**src/rtl/core/address_value_lookup_cache_assert.svh**
```systemverilog
// ----------------------------------------------------------------------------
// Assertion macros for the address and value lookup cache
// Concurrent assertion wrappers that compile away when SYNTHESIS is defined.
// ----------------------------------------------------------------------------
`ifndef ADDRESS_VALUE_LOOKUP_CACHE_ASSERT_SVH
`define ADDRESS_VALUE_LOOKUP_CACHE_ASSERT_SVH

`ifndef SYNTHESIS
// Same-cycle implication, checked at every rising edge outside reset.
`define AVLC_ASSERT_IMP(label, clk, rst_n, ante, cons) \
    label: assert property (@(posedge clk) disable iff (!rst_n) (ante) |-> (cons)) \
        else $error("avlc assertion failed");
// Next-cycle implication, checked at every rising edge outside reset.
`define AVLC_ASSERT_NXT(label, clk, rst_n, ante, cons) \
    label: assert property (@(posedge clk) disable iff (!rst_n) (ante) |=> (cons)) \
        else $error("avlc assertion failed");
`else
`define AVLC_ASSERT_IMP(label, clk, rst_n, ante, cons)
`define AVLC_ASSERT_NXT(label, clk, rst_n, ante, cons)
`endif

`endif

```
**src/rtl/core/avlc_pkg.sv**
```systemverilog
// ----------------------------------------------------------------------------
// avlc_pkg
// Shared widths, request codes and state type of the lookup cache.
// ----------------------------------------------------------------------------
package avlc_pkg;

    localparam int ENTRIES_DEF = 16;
    localparam int KEY_W       = 16;
    localparam int DATA_W      = 16;

    localparam logic OP_LOOKUP = 1'b0;
    localparam logic OP_WRITE  = 1'b1;

    typedef enum logic [0:0] {
        ST_IDLE,
        ST_SCAN
    } t_state;

endpackage

```
**src/rtl/core/avlc_ram.sv**
```systemverilog
// ----------------------------------------------------------------------------
// avlc_ram
// Simple dual-port synchronous RAM, one write and one registered read port.
// ----------------------------------------------------------------------------
module avlc_ram #(
    parameter int DEPTH  = avlc_pkg::ENTRIES_DEF,
    parameter int ADDR_W = 4,
    parameter int WIDTH  = avlc_pkg::KEY_W + avlc_pkg::DATA_W
) (
    input  logic              i_clk,
    input  logic              i_we,
    input  logic [ADDR_W-1:0] i_waddr,
    input  logic [WIDTH-1:0]  i_wdata,
    input  logic              i_re,
    input  logic [ADDR_W-1:0] i_raddr,
    output logic [WIDTH-1:0]  o_rdata
);

    logic [WIDTH-1:0] r_mem [DEPTH];
    logic [WIDTH-1:0] r_rdata;

    always_ff @(posedge i_clk) begin
        if (i_we) begin
            r_mem[i_waddr] <= i_wdata;
        end
    end

    always_ff @(posedge i_clk) begin
        if (i_re) begin
            r_rdata <= r_mem[i_raddr];
        end
    end

    assign o_rdata = r_rdata;

endmodule

```
**src/rtl/core/address_value_lookup_cache.sv**
```systemverilog
// ----------------------------------------------------------------------------
// address_value_lookup_cache
// Fill-only, fully associative table of address and value pairs.
// ----------------------------------------------------------------------------
// Operation: an accepted request starts a scan that reads the filled entries in
// order from index 0 and ends on the first key match or after the last filled
// entry; the result is valid the cycle after the scan ends.
// Throughput: one request per scan, set by the single read port of the table
// memory, which yields one key per cycle while the result register is free.
// Reset: synchronous, active low; empties the table and drops any pending result.
// ----------------------------------------------------------------------------
`include "address_value_lookup_cache_assert.svh"

module address_value_lookup_cache #(
    parameter int ENTRIES = avlc_pkg::ENTRIES_DEF
) (
    input  logic                       i_clk,
    input  logic                       i_rst_n,
    // Request channel.
    input  logic                       i_in_valid,
    output logic                       o_in_ready,
    input  logic                       i_op,
    input  logic [avlc_pkg::KEY_W-1:0]  i_address,
    input  logic [avlc_pkg::DATA_W-1:0] i_write_value,
    // Result channel.
    output logic                       o_out_valid,
    input  logic                       i_out_ready,
    output logic                       o_hit,
    output logic [avlc_pkg::DATA_W-1:0] o_read_value,
    output logic                       o_stored
);

    // Index width covers the table; the count width also holds ENTRIES itself.
    localparam int IDX_W  = (ENTRIES > 1) ? $clog2(ENTRIES) : 1;
    localparam int CNT_W  = $clog2(ENTRIES + 1);
    localparam int WORD_W = avlc_pkg::KEY_W + avlc_pkg::DATA_W;
    localparam logic [CNT_W-1:0] ENT_CNT = CNT_W'(ENTRIES);

    // Control state.
    avlc_pkg::t_state r_state, n_state;
    logic [CNT_W-1:0] r_fill, n_fill;
    logic [CNT_W-1:0] r_idx, n_idx;
    logic             r_rd_vld, n_rd_vld;
    logic             r_out_vld, n_out_vld;

    // Captured request and the index of the read in flight.
    logic                        r_op, n_op;
    logic [avlc_pkg::KEY_W-1:0]  r_addr, n_addr;
    logic [avlc_pkg::DATA_W-1:0] r_wval, n_wval;
    logic [IDX_W-1:0]            r_rd_idx, n_rd_idx;

    // Result register, which parts the scan from the result channel.
    logic                        r_hit, n_hit;
    logic [avlc_pkg::DATA_W-1:0] r_rval, n_rval;
    logic                        r_stored, n_stored;

    // Table memory port signals.
    logic              ram_we;
    logic [IDX_W-1:0]  ram_waddr;
    logic [WORD_W-1:0] ram_wdata;
    logic              ram_re;
    logic [IDX_W-1:0]  ram_raddr;
    logic [WORD_W-1:0] ram_rdata;

    logic                        accept;
    logic                        out_free;
    logic                        scan_go;
    logic                        match;
    logic                        more;
    logic                        room;
    logic                        finish;
    logic [avlc_pkg::KEY_W-1:0]  rd_key;
    logic [avlc_pkg::DATA_W-1:0] rd_data;

    // Each table word holds the key in its upper half and the value below it,
    // so a single read returns both and a write always rewrites the pair.
    avlc_ram #(
        .DEPTH  (ENTRIES),
        .ADDR_W (IDX_W),
        .WIDTH  (WORD_W)
    ) u_table (
        .i_clk   (i_clk),
        .i_we    (ram_we),
        .i_waddr (ram_waddr),
        .i_wdata (ram_wdata),
        .i_re    (ram_re),
        .i_raddr (ram_raddr),
        .o_rdata (ram_rdata)
    );

    assign rd_key  = ram_rdata[WORD_W-1:avlc_pkg::DATA_W];
    assign rd_data = ram_rdata[avlc_pkg::DATA_W-1:0];

    // A new request is taken whenever no scan is running, even while the
    // previous result still waits in the result register.
    assign o_in_ready = (r_state == avlc_pkg::ST_IDLE);
    assign accept     = i_in_valid && o_in_ready;

    // The scan only advances when the result register can take a result.
    // When it stalls, no read is issued, so the memory output holds too.
    assign out_free = !r_out_vld || i_out_ready;
    assign scan_go  = (r_state == avlc_pkg::ST_SCAN) && out_free;

    // The scan is pipelined: the key read in the previous cycle is compared
    // while the next index is read. Only indices below the fill count are
    // ever read, so unwritten entries never reach the compare.
    assign match  = r_rd_vld && (rd_key == r_addr);
    assign more   = (r_idx < r_fill);
    assign room   = (r_fill < ENT_CNT);
    assign finish = scan_go && (match || !more);

    // Next state.
    always_comb begin
        n_state = r_state;
        unique case (r_state)
            avlc_pkg::ST_IDLE: begin
                if (accept) begin
                    n_state = avlc_pkg::ST_SCAN;
                end
            end
            avlc_pkg::ST_SCAN: begin
                if (finish) begin
                    n_state = avlc_pkg::ST_IDLE;
                end
            end
            default: begin
                n_state = avlc_pkg::ST_IDLE;
            end
        endcase
    end

    // Scan datapath, memory controls and result.
    always_comb begin
        n_fill    = r_fill;
        n_idx     = r_idx;
        n_rd_vld  = r_rd_vld;
        n_op      = r_op;
        n_addr    = r_addr;
        n_wval    = r_wval;
        n_rd_idx  = r_rd_idx;
        n_hit     = r_hit;
        n_rval    = r_rval;
        n_stored  = r_stored;
        ram_we    = 1'b0;
        ram_waddr = r_rd_idx;
        ram_wdata = {r_addr, r_wval};
        ram_re    = 1'b0;
        ram_raddr = r_idx[IDX_W-1:0];

        if (accept) begin
            n_op     = i_op;
            n_addr   = i_address;
            n_wval   = i_write_value;
            n_idx    = '0;
            n_rd_vld = 1'b0;
        end

        if (scan_go) begin
            if (match) begin
                // First match from index 0: read it out or overwrite its value.
                n_hit = 1'b1;
                if (r_op == avlc_pkg::OP_WRITE) begin
                    ram_we    = 1'b1;
                    ram_waddr = r_rd_idx;
                    n_rval    = '0;
                    n_stored  = 1'b1;
                end else begin
                    n_rval   = rd_data;
                    n_stored = 1'b0;
                end
            end else if (more) begin
                ram_re   = 1'b1;
                n_rd_idx = r_idx[IDX_W-1:0];
                n_rd_vld = 1'b1;
                n_idx    = r_idx + CNT_W'(1);
            end else begin
                // Miss over all filled entries: a write appends while room remains.
                n_hit  = 1'b0;
                n_rval = '0;
                if ((r_op == avlc_pkg::OP_WRITE) && room) begin
                    ram_we    = 1'b1;
                    ram_waddr = r_fill[IDX_W-1:0];
                    n_fill    = r_fill + CNT_W'(1);
                    n_stored  = 1'b1;
                end else begin
                    n_stored = 1'b0;
                end
            end
        end

        if (finish) begin
            n_out_vld = 1'b1;
        end else if (i_out_ready) begin
            n_out_vld = 1'b0;
        end else begin
            n_out_vld = r_out_vld;
        end
    end

    always_ff @(posedge i_clk) begin
        if (!i_rst_n) begin
            r_state   <= avlc_pkg::ST_IDLE;
            r_fill    <= '0;
            r_idx     <= '0;
            r_rd_vld  <= 1'b0;
            r_out_vld <= 1'b0;
        end else begin
            r_state   <= n_state;
            r_fill    <= n_fill;
            r_idx     <= n_idx;
            r_rd_vld  <= n_rd_vld;
            r_out_vld <= n_out_vld;
        end
    end

    always_ff @(posedge i_clk) begin
        r_op     <= n_op;
        r_addr   <= n_addr;
        r_wval   <= n_wval;
        r_rd_idx <= n_rd_idx;
        r_hit    <= n_hit;
        r_rval   <= n_rval;
        r_stored <= n_stored;
    end

    assign o_out_valid  = r_out_vld;
    assign o_hit        = r_hit;
    assign o_read_value = r_rval;
    assign o_stored     = r_stored;

    // The fill count never passes the table depth.
    `AVLC_ASSERT_IMP(a_fill_bound, i_clk, i_rst_n, 1'b1, r_fill <= ENT_CNT)
    // A table write is the last step of a scan and always yields a result.
    `AVLC_ASSERT_NXT(a_write_ends_scan, i_clk, i_rst_n, ram_we,
        o_out_valid && o_stored && (r_state == avlc_pkg::ST_IDLE))
    // A nonzero read value only comes from a lookup hit.
    `AVLC_ASSERT_IMP(a_rval_on_hit, i_clk, i_rst_n, o_out_valid && (o_read_value != '0),
        o_hit && !o_stored)

endmodule

```
**config.mk**
```make
export PLATFORM = sky130hd
export DESIGN_NAME = address_value_lookup_cache
export DESIGN_NICKNAME = d
export VERILOG_FILES = /design/src/rtl/core/avlc_pkg.sv /design/src/rtl/core/avlc_ram.sv /design/src/rtl/core/address_value_lookup_cache.sv
export VERILOG_INCLUDE_DIRS = /design/src /design/src/rtl/core
export SDC_FILE = /design/constraint.sdc
export NUM_CORES = 1
export LEC_CHECK = 0
export BUFFER_PORTS_ARGS = -buffer_cell sky130_fd_sc_hd__buf_2
export CAP_MARGIN = 20
export CORE_AREA = 3 3 208 291
export CTS_CLUSTER_SIZE = 8
export DETAILED_ROUTE_END_ITERATION = 7
export DIE_AREA = 0 0 211 294
export HOLD_SLACK_MARGIN = 0.08
export PLACE_DENSITY_LB_ADDON = 0.25
export SETUP_SLACK_MARGIN = 0.1
export SYNTH_ARGS = -nofsm -noshare
export SYNTH_HDL_FRONTEND = slang
export SYNTH_SLANG_ARGS = --single-unit
```
**constraint.sdc**
```tcl
create_clock -name i_clk -period 4.1 [get_ports i_clk]
set_input_delay 0.41 -clock i_clk [delete_from_list [all_inputs] [get_ports i_clk]]
set_output_delay 0.41 -clock i_clk [all_outputs]
set_load 0.03 [all_outputs]
```
After elaboration in Yosys (flattened, before gate mapping)
Memories as Yosys holds them, arrays and structs flattened. A register that Yosys moved wholly into a read port is not among the register bits.
Index checks and enable logic that the tools add are counted.
Word-level totals
  word-level logic and storage cells: 68
  output and inout port bits: 20
  memory bits (writable): 512
  latch bits: 0
  flip-flop bits (word level): 68
  input port bits: 37
  memory bits (read-only): 0
  memories kept: 1
Memories
  u_table.r_mem: depth 16, width 32, rd ports 1, clocked after memory_dff 1, wr ports 1, line avlc_ram.sv:19  | logic [WIDTH-1:0] r_mem [DEPTH];
Cells by class
  $mul: 0
  reduce and logical (&&, ||, !) cells: 13
  equality and inequality tests: 2
  divide/modulo/power cells: 0
  shift operators: 0
  order comparisons: 2
  add/sub/neg operators: 2
  bitwise gates (word level): 3
  multiplexer cells: 33
Operators by type and width (number)
  $mux 16: 3
  $mux 1: 21
  $mux 5: 4
  $eq 16x16->1: 1
  $mux 4: 4
  $add 5x1->5 const B: 2
  $logic_and 1x1->1: 5
  $lt 5x5->1: 1
  $lt 5x5->1 const B: 1
  $reduce_and 4->1: 1
  $not 1->1: 3
  $reduce_and 3->1: 1
  $logic_not 1->1: 2
  $logic_or 1x1->1: 2
  $ne 2x2->1 const B: 1
  $pmux 1 s2: 1
  $reduce_and 2->1: 1
  $reduce_bool 2->1: 1

Longest topological paths before layout
Gate-level depths: netlist of run 1.
  depth after elaboration: 8
  mapped depth: 8
  mapped depth without buffers: 7

By module
A second synthesis of run 1 with hierarchy kept.
Second synthesis, totals
  cell total of the unflattened synthesis: 1041
  area, all modules: 23013.3 um^2
Modules (own cells, without submodules)
  avlc_ram: instances 1, area an instance 20155.6 um^2, sequential area each 16335.7 um^2, cells an instance 838
  address_value_lookup_cache: instances 1, area an instance 2857.7 um^2, sequential area each 1911.8 um^2, cells an instance 203

Worst setup path after synthesis of run 1
Ideal clock, no wire load.
  path kind: register -> register
  from: reg r_addr[3] (netlist name)
  to: mem u_table.r_mem[13][0] (netlist name), enable pin
  setup slack: 371 ps
  path buffers: 1
  cell stages (with the launch flop): 8
  arrival time: 3308 ps
  period minus slack after synthesis: 3729 ps
  library setup time: 421 ps
  cell sequence: edfxtp_1 > xor2_1 > nor4_4 > nand3_4 > o211a_1 > buf_6 > mux2_4 > nor2_1
On the way
  word-level cells in the longest chain between the ends: 6
  elaborated cells between the ends (all ways): 8
RTL lines
  start, declared: line address_value_lookup_cache.sv:48  | logic [avlc_pkg::KEY_W-1:0] r_addr, n_addr;
  start signal, assigned: line address_value_lookup_cache.sv:218  | r_addr <= n_addr;
  $eq 16x16->1 *: line address_value_lookup_cache.sv:107  | assign match = r_rd_vld && (rd_key == r_addr);
  $logic_and 1x1->1 *: line address_value_lookup_cache.sv:107
  $mux 1: line address_value_lookup_cache.sv:159  | if (match) begin
  $mux 1: line address_value_lookup_cache.sv:158  | if (scan_go) begin
  $mux 1: line avlc_ram.sv:23  | if (i_we) begin
  $mux 1 (not written as such): line avlc_ram.sv:24  | r_mem[i_waddr] <= i_wdata;
  end, declared: line avlc_ram.sv:19
Mark *: on every way between the ends. The rest lies on a longest branch, timed or not.

Worst setup path after layout of run 1
  from: reg r_addr[14] (netlist name)
  to: mem u_table.r_mem[1][5] (netlist name), enable pin
The elaborated chain is that of the path after synthesis.

==> results of run 1 <==
## flip-flops by register name, summed over array words and instances (netlist names)
register and count:
o_hit 1, o_out_valid 1, o_read_value 16, o_stored 1, r_addr 16, r_fill 5, r_idx 5, r_op 1
r_rd_idx 4, r_rd_vld 1, r_state 1, r_wval 16, u_table.o_rdata 32, u_table.r_mem 512
## kinds of logic after synthesis
family | after synthesis | share of synthesized area [%]
fa+ha+maj | 6 | 0.325
buf+inv | 52 | 1.01
compound gates | 24 | 0.904
flops | 612 | 78.9
mux | 167 | 15.9
xor+xnor | 17 | 0.677
simple gates | 89 | 2.22
## cells in the mapped netlist (all sizes together), types with 6 or more instances
library cell / n / area share, %
edfxtp: 599 / 78
mux4: 160 / 16
nor2: 27 / 0.44
buf: 24 / 0.56
and2: 17 / 0.46
clkbuf: 17 / 0.28
xor2: 16 / 0.61
nand2: 14 / 0.23
dfxtp: 13 / 1.1
inv: 11 / 0.18
ha: 6 / 0.32
mux2i: 6 / 0.26
## what timing repair did
action | in CTS | in global routing
hold buffers | 34 | 0
setup buffers | 0 | 0
endpoints found under the hold margin | 34 | 0
## routing by layer
| metal | part of all wire (%) | wire [um] | up-vias | GRT usage (%) |
|---|---|---|---|---|
| met2 | 52 | 25900 | 283 | 28.0 |
| met3 | 3.8 | 1910 | 76 | 2.30 |
| met5 | 0 | 0 | - | 0 |
| li1 | - | - | 4418 | - |
| met4 | 2.5 | 1220 | 0 | 5.80 |
| met1 | 42 | 20700 | 5536 | 21.6 |
## stage by stage
stage	utilization, %	total power [uW]
after floorplan	-	7320
after global placement	42.7	7480
after detailed placement	42.7	7490
after CTS	47.4	13900
after global routing	47.4	14200
final	47.4	13700
## area by class of cell
| cell class | count | area (um^2) |
|---|---|---|
| fillers | 4631 | 30500 |
| flip-flops and latches | 612 | 18300 |
| multi-input cells | 303 | 4760 |
| clock buffers | 101 | 2250 |
| repair buffers | 134 | 1060 |
| well taps | 742 | 928 |
| clock inverters | 6 | 121 |
| inverters | 11 | 41.3 |
## where the power goes
part / internal (uW) / total [uW] / switching (uW) / leakage [uW]
logic: 130 / 326 / 196 / 0.00184
registers: 6970 / 7060 / 88.8 / 0.00551
clock network: 3880 / 6320 / 2440 / 0.00115
## how the worst min path moves through the flow
stage,endpoint,slack (ns),cells past startpoint
floorplan,r_rd_idx[2]$_DFFE_PP_,0.43,0
global placement,u_table.r_mem[1][17]$_DFFE_PP_,0.48,0
detailed placement,u_table.r_mem[1][17]$_DFFE_PP_,0.50,0
CTS,r_idx[3]$_SDFF_PN0_,0.17,2
global route,r_idx[4]$_SDFF_PN0_,0.21,2
finish,r_idx[3]$_SDFF_PN0_,0.20,2
## critical path, stage by stage, from the launching register on
cell and delay [ns]:
edfxtp_1 0.61, xor2_1 0.29, nor4_4 0.39, nand3_2 0.22, o211a_1 0.41, mux2i_1 0.74
nor2_4 0.27, buf_4 0.30
==> out/qor.csv, run 1 <==
metric,value,unit
status,"finished, final reports clean",
ant_nets,0,
ir_drop,311,uV
cts_buffer_depth,3,
cp-end-kind,flip-flop,
ctsHtreeMaxLevel,3,
async_reset_ff_share,0,%
vias,10300,
min-delay-path-class,input port to flip-flop,
first_iter_violations,821,
seq_area_frac_synth,78.9,%
grtUsageTotal,16.4,%
rows,104,
place_inst,1768,
start_util,39.9,%
rsz0062_at_grt,false,
clockRootBuffer,clkbuf_16,
fin_area,27400,um^2
rr_endpoint,u_table.r_mem[1][5]$_DFFE_PP_,
crit_fanout,17,
required,4.43,ns
fin_crit_sh,85.6,%
place_hpwl,26400,um
tns,0,ns
finalHoldViolCount,0,
ctsResizeCount,0,
fin_skew,0.0303,ns
cts_tree,done,
setup_ws,0.592,ns
reg2reg_depth,7,
instances_no_fill,1909,
clk_pin_slew,0.05,ns
syn_avg_cell_area,23.9,um^2
placed_area,24700,um^2
dp_slack,0.608,ns
slew_viol_final,0,
p_leak,0.00851,uW
dieArea,62000,um^2
mostFrequentLayoutCell,edfxtp_1,
arrival,3.84,ns
worstHoldStart,i_rst_n,
worstMarginPinSlew,1.04,ns
grt_first_pass_wirelength,74000,um
layout.nets,1191,
cts_sinks,612,
yosys_warnings,0,
rr_startpoint,r_addr[14]$_DFFE_PP_,
critPathLaunch,r_addr[14]$_DFFE_PP_,
r2r_slack,0.59,ns
syn_to_final_growth,18.6,%
synth_cell_types,42,
synth-edff-count,599,
drc,0,
syn_inst,967,
synth_nets,1010,
setup_viol,0,
synth-seq-cells,612,
startpoint_type,flip-flop,
drive_above_1_share,33.2,%
die_w,211,um
gp_congestion,0.756,
antenna_found_initial,1,
die_h,294,um
vias_per_cell,5.40,
min_period,3.51,ns
wl_per_cell,26.0,um
clk_latency,0.61,ns
coreArea,57900,um^2
clock.fmax,285,MHz
overflow,0,
grt_pass1_vias,11100,
drt_first_pass_iters,5,
grt_max_degree,133,
io_buffers,56,
ios,57,
p_per_area,500,nW/um^2
cts_made_buffers,86,
n_antenna_cell,0,
slew_headroom,30.7,%
hold_ws,0.203,ns
syn_area,23100,um^2
mostFrequentLayoutCells,"edfxtp_1 (599), mux4_2 (160), clkbuf_16 (88)",
crit_end,u_table.r_mem[1][5]$_DFFE_PP_,
maxCapViolations,0,
criticalPathCategory,flip-flop to flip-flop,
wl,49700,um
ys.flop_type,edfxtp_1,
Note: power is estimated with default switching activity, not from simulation.
==> inputs of run 2 (changes only) <==
--- a/config.mk
+++ b/config.mk
@@ -6,12 +6,13 @@
 export SDC_FILE = /design/constraint.sdc
 export NUM_CORES = 1
 export LEC_CHECK = 0
+export ABC_AREA = 1
 export BUFFER_PORTS_ARGS = -buffer_cell sky130_fd_sc_hd__buf_2
 export CAP_MARGIN = 20
-export CORE_AREA = 3 3 208 291
+export CORE_AREA = 3 3 211 296
 export CTS_CLUSTER_SIZE = 8
 export DETAILED_ROUTE_END_ITERATION = 7
-export DIE_AREA = 0 0 211 294
+export DIE_AREA = 0 0 214 299
 export HOLD_SLACK_MARGIN = 0.08
 export PLACE_DENSITY_LB_ADDON = 0.25
 export SETUP_SLACK_MARGIN = 0.1
==> run 2 against run 1 <==
First-iteration DRC count rose by 42%. Clock power down 1%. Largest cell class unchanged. Power grew 4.8%. Combinational power grew to 2.9 times the previous value. Clock skew shrank 0.016 ns. Via count is 36% higher. Core utilization shrank 0.44 points.
==> out/qor.csv, run 2 <==
metric,value,unit,change
status,"finished, final reports clean",,
clockRootBuffer,clkbuf_16,,
fin_skew,0.0145,ns,-0.0158 ns
synth_cell_types,35,,-17%
antenna_found_initial,1,,unchanged
cpMostUsedCell,nand2_1,,
vias,14100,,+36%
combinationalPowerShare,6.5,%,+4.1 points
p_per_area,512,nW/um^2,+2.4%
clk_pin_slew,0.05,ns,about the same
grt-busiest-layer,met2,,
synth_most_common_cell,edfxtp_1,,
clk_latency,0.61,ns,about the same
synth-edff-count,599,,unchanged
coreArea,59800,um^2,+3.3%
wl_per_cell,23.2,um,-11%
p_sw,3210,uW,+18%
syn_avg_cell_area,14.6,um^2,-39%
wl,60100,um,+21%
path_buf_inv,1,,unchanged
first_iter_violations,1163,,+42%
maxCapViolations,0,,unchanged
yosys_warnings,0,,unchanged
overflow,0,,unchanged
clock_power_share,43.4,%,-2.7 points
dieArea,64000,um^2,+3.1%
rr_startpoint,r_addr[14]$_DFFE_PP_,,
ctsHtreeMaxLevel,3,,unchanged
required,4.39,ns,-0.04 ns
rsz0062_at_grt,false,,
critPathTopFamily,simple AND/OR/NAND/NOR gates,,
io_buffers,56,,unchanged
path_cells,xnor2_1 > nand3b_1 > nor2_1 > nand3_2 > nand2_2 > nand2_1 > nand2_1 > nand2_1 > nor2_4 > buf_12,,
synthTopCellsByArea,"edfxtp_1 (75%), mux2i_1 (4.1%), nor2_1 (3.9%)",,
swShare,22.4,%,+2.5 points
worstHoldStart,i_rst_n,,
vias_per_cell,5.42,,+0.32%
crit_fanout,21,,+4
ios,57,,unchanged
p_int,11200,uW,+1.6%
tns,0,ns,unchanged
drive_above_1_share,12.6,%,-21 points
cp-end-kind,flip-flop,,
finalHoldViolCount,0,,unchanged
utilization,46.9,%,-0.44 points
drt_first_pass_iters,6,,+1
cts_tree,done,,
cpPeakStageDelay,0.59,ns,-0.15 ns
synth_area_leader_cell,edfxtp_1,,
largest_reg_flops,512,,unchanged
syn_inst,1638,,+69%
min_path_cells,3,,+1
synth_nets,1681,,+66%
drc,0,,unchanged
syn_area,24000,um^2,+3.6%
ys.flop_type,edfxtp_1,,
die_h,299,um,+1.7%
synth-seq-cells,612,,unchanged
reg2reg_depth,10,,+3
fin_crit_sh,83.7,%,-1.8 points
p_leak,0.00909,uW,+6.8%
grt_max_degree,261,,+96%
grt_pass1_vias,14500,,+31%
grt.met1_usage,22.8,%,+1.1 points
use_met2,33.0,%,+5.0 points
min-delay-path-class,input port to flip-flop,,
clock.fmax,291,MHz,+2.2%
setup_viol,0,,unchanged
ir_drop,298,uV,-4.1%
ctsResizeCount,0,,unchanged
gp_congestion,0.811,,+7.3%
criticalPathCategory,flip-flop to flip-flop,,
layout.nets,1808,,+52%
place_hpwl,31900,um,+21%
grt_first_pass_wirelength,90100,um,+22%
cts_setup_buffers,0,,unchanged
seq_area_frac_synth,76.2,%,-2.8 points
cts_sinks,612,,unchanged
arrival,3.72,ns,-0.12 ns
seqPwrFrac,50.2,%,-1.3 points
regMostFlops,u_table.r_mem,,
crit_cells,10,,+3
startpoint_type,flip-flop,,
slew_viol_final,0,,unchanged
hold_buffers,35,,+2.9%
slew_headroom,16.1,%,-15 points
critPathLaunch,r_addr[14]$_DFFE_PP_,,
gr-usage-met3,3.07,%,+0.77 points
r2r_slack,0.67,ns,+0.07 ns
crit_path_top_delay_cell,edfxtp_1,,
rows,106,,+1.9%
die_w,214,um,+1.4%
mostFrequentLayoutCell,edfxtp_1,,
n_antenna_cell,0,,unchanged
worstMarginPinSlew,1.26,ns,+0.219 ns
syn_to_final_growth,17.2,%,
ant_nets,0,,unchanged
cts_buffer_depth,3,,unchanged
cts_made_buffers,86,,unchanged
async_reset_ff_share,0,%,unchanged
mostFrequentLayoutCells,"edfxtp_1 (599), nor2_1 (231), o21ai_0 (143)",,
synth_top_area_share,75.1,%,-2.7 points
grtUsageTotal,18.7,%,+2.3 points
synth_common_cells,"edfxtp_1 (599), nor2_1 (248), o21ai_0 (143)",,
p_total,14400,uW,+4.8%
start_util,40.0,%,+0.13 points
min_period,3.43,ns,-0.0744 ns
run 2: cell count changes after synthesis, moves of 93 or more:
cell      previous run  this run
nand2_1             14       116
o221ai_1             0        99
mux4_2             160         0
nor2_1              27       248
mux2i_1              6        99
o21ai_0              2       143
run 2: layout make-up:
type	count	area, um^2
clock inverter	4	42.5
clock buffer	105	2270
sequential	612	18300
inverter	72	273
fill	5132	31800
timing repair buffer	135	1060
multi-input combinational	858	5150
tap	810	1010
run 2: final timing paths:
check                                        end
setup / recovery  u_table.r_mem[8][15]$_DFFE_PP_
hold reg to reg           r_fill[3]$_SDFFE_PN0P_
setup reg to reg  u_table.r_mem[8][15]$_DFFE_PP_
hold / removal               r_idx[1]$_SDFF_PN0_
run 2: routing by layer:
metal	part of all wire, %	routed length [um]
met2	51	30900
met3	4.8	2890
met1	41	24500
met5	0.022	13
met4	3.1	1830
run 2: power groups by stage:
stage               logic (uW)  registers [uW]  clock network (uW)
detailed placement         910            7330                   0
CTS                        942            7210                6370
global route              1020            7220                6630
finish                     930            7210                6230
floorplan                  535            7320                   0
global placement           906            7320                   0
run 2: tightest hold or removal path, cell delays in order:
cell     delay (ns)
buf_2          0.15
nand2_1        0.08
nor2_1         0.03
run 2: kinds of logic (layout without fill, tap and decap cells):
kind of cell,after synthesis,after routing,synth area share [%]
flip-flops,612,612,76.2
AND/OR/NAND/NOR,436,436,7.48
AO/OA/AOI/OAI,311,311,8.80
buffers and inverters,168,316,2.86
multiplexers,99,99,4.14
adder cells (fa/ha/maj),6,6,0.313
XOR/XNOR,6,6,0.219
run 2: through the flow:
stage,cells,instance area (um^2),setup WS [ns],hold slack [ns]
6_report,2596,28100,0.667,0.112
5_1_grt,2596,28100,0.460,0.129
4_1_cts,2596,28100,0.670,0.0864
3_5_place_dp,2452,25400,0.703,0.473
3_3_place_gp,2452,25400,0.772,0.470
2_1_floorplan,1638,24000,0.563,0.432
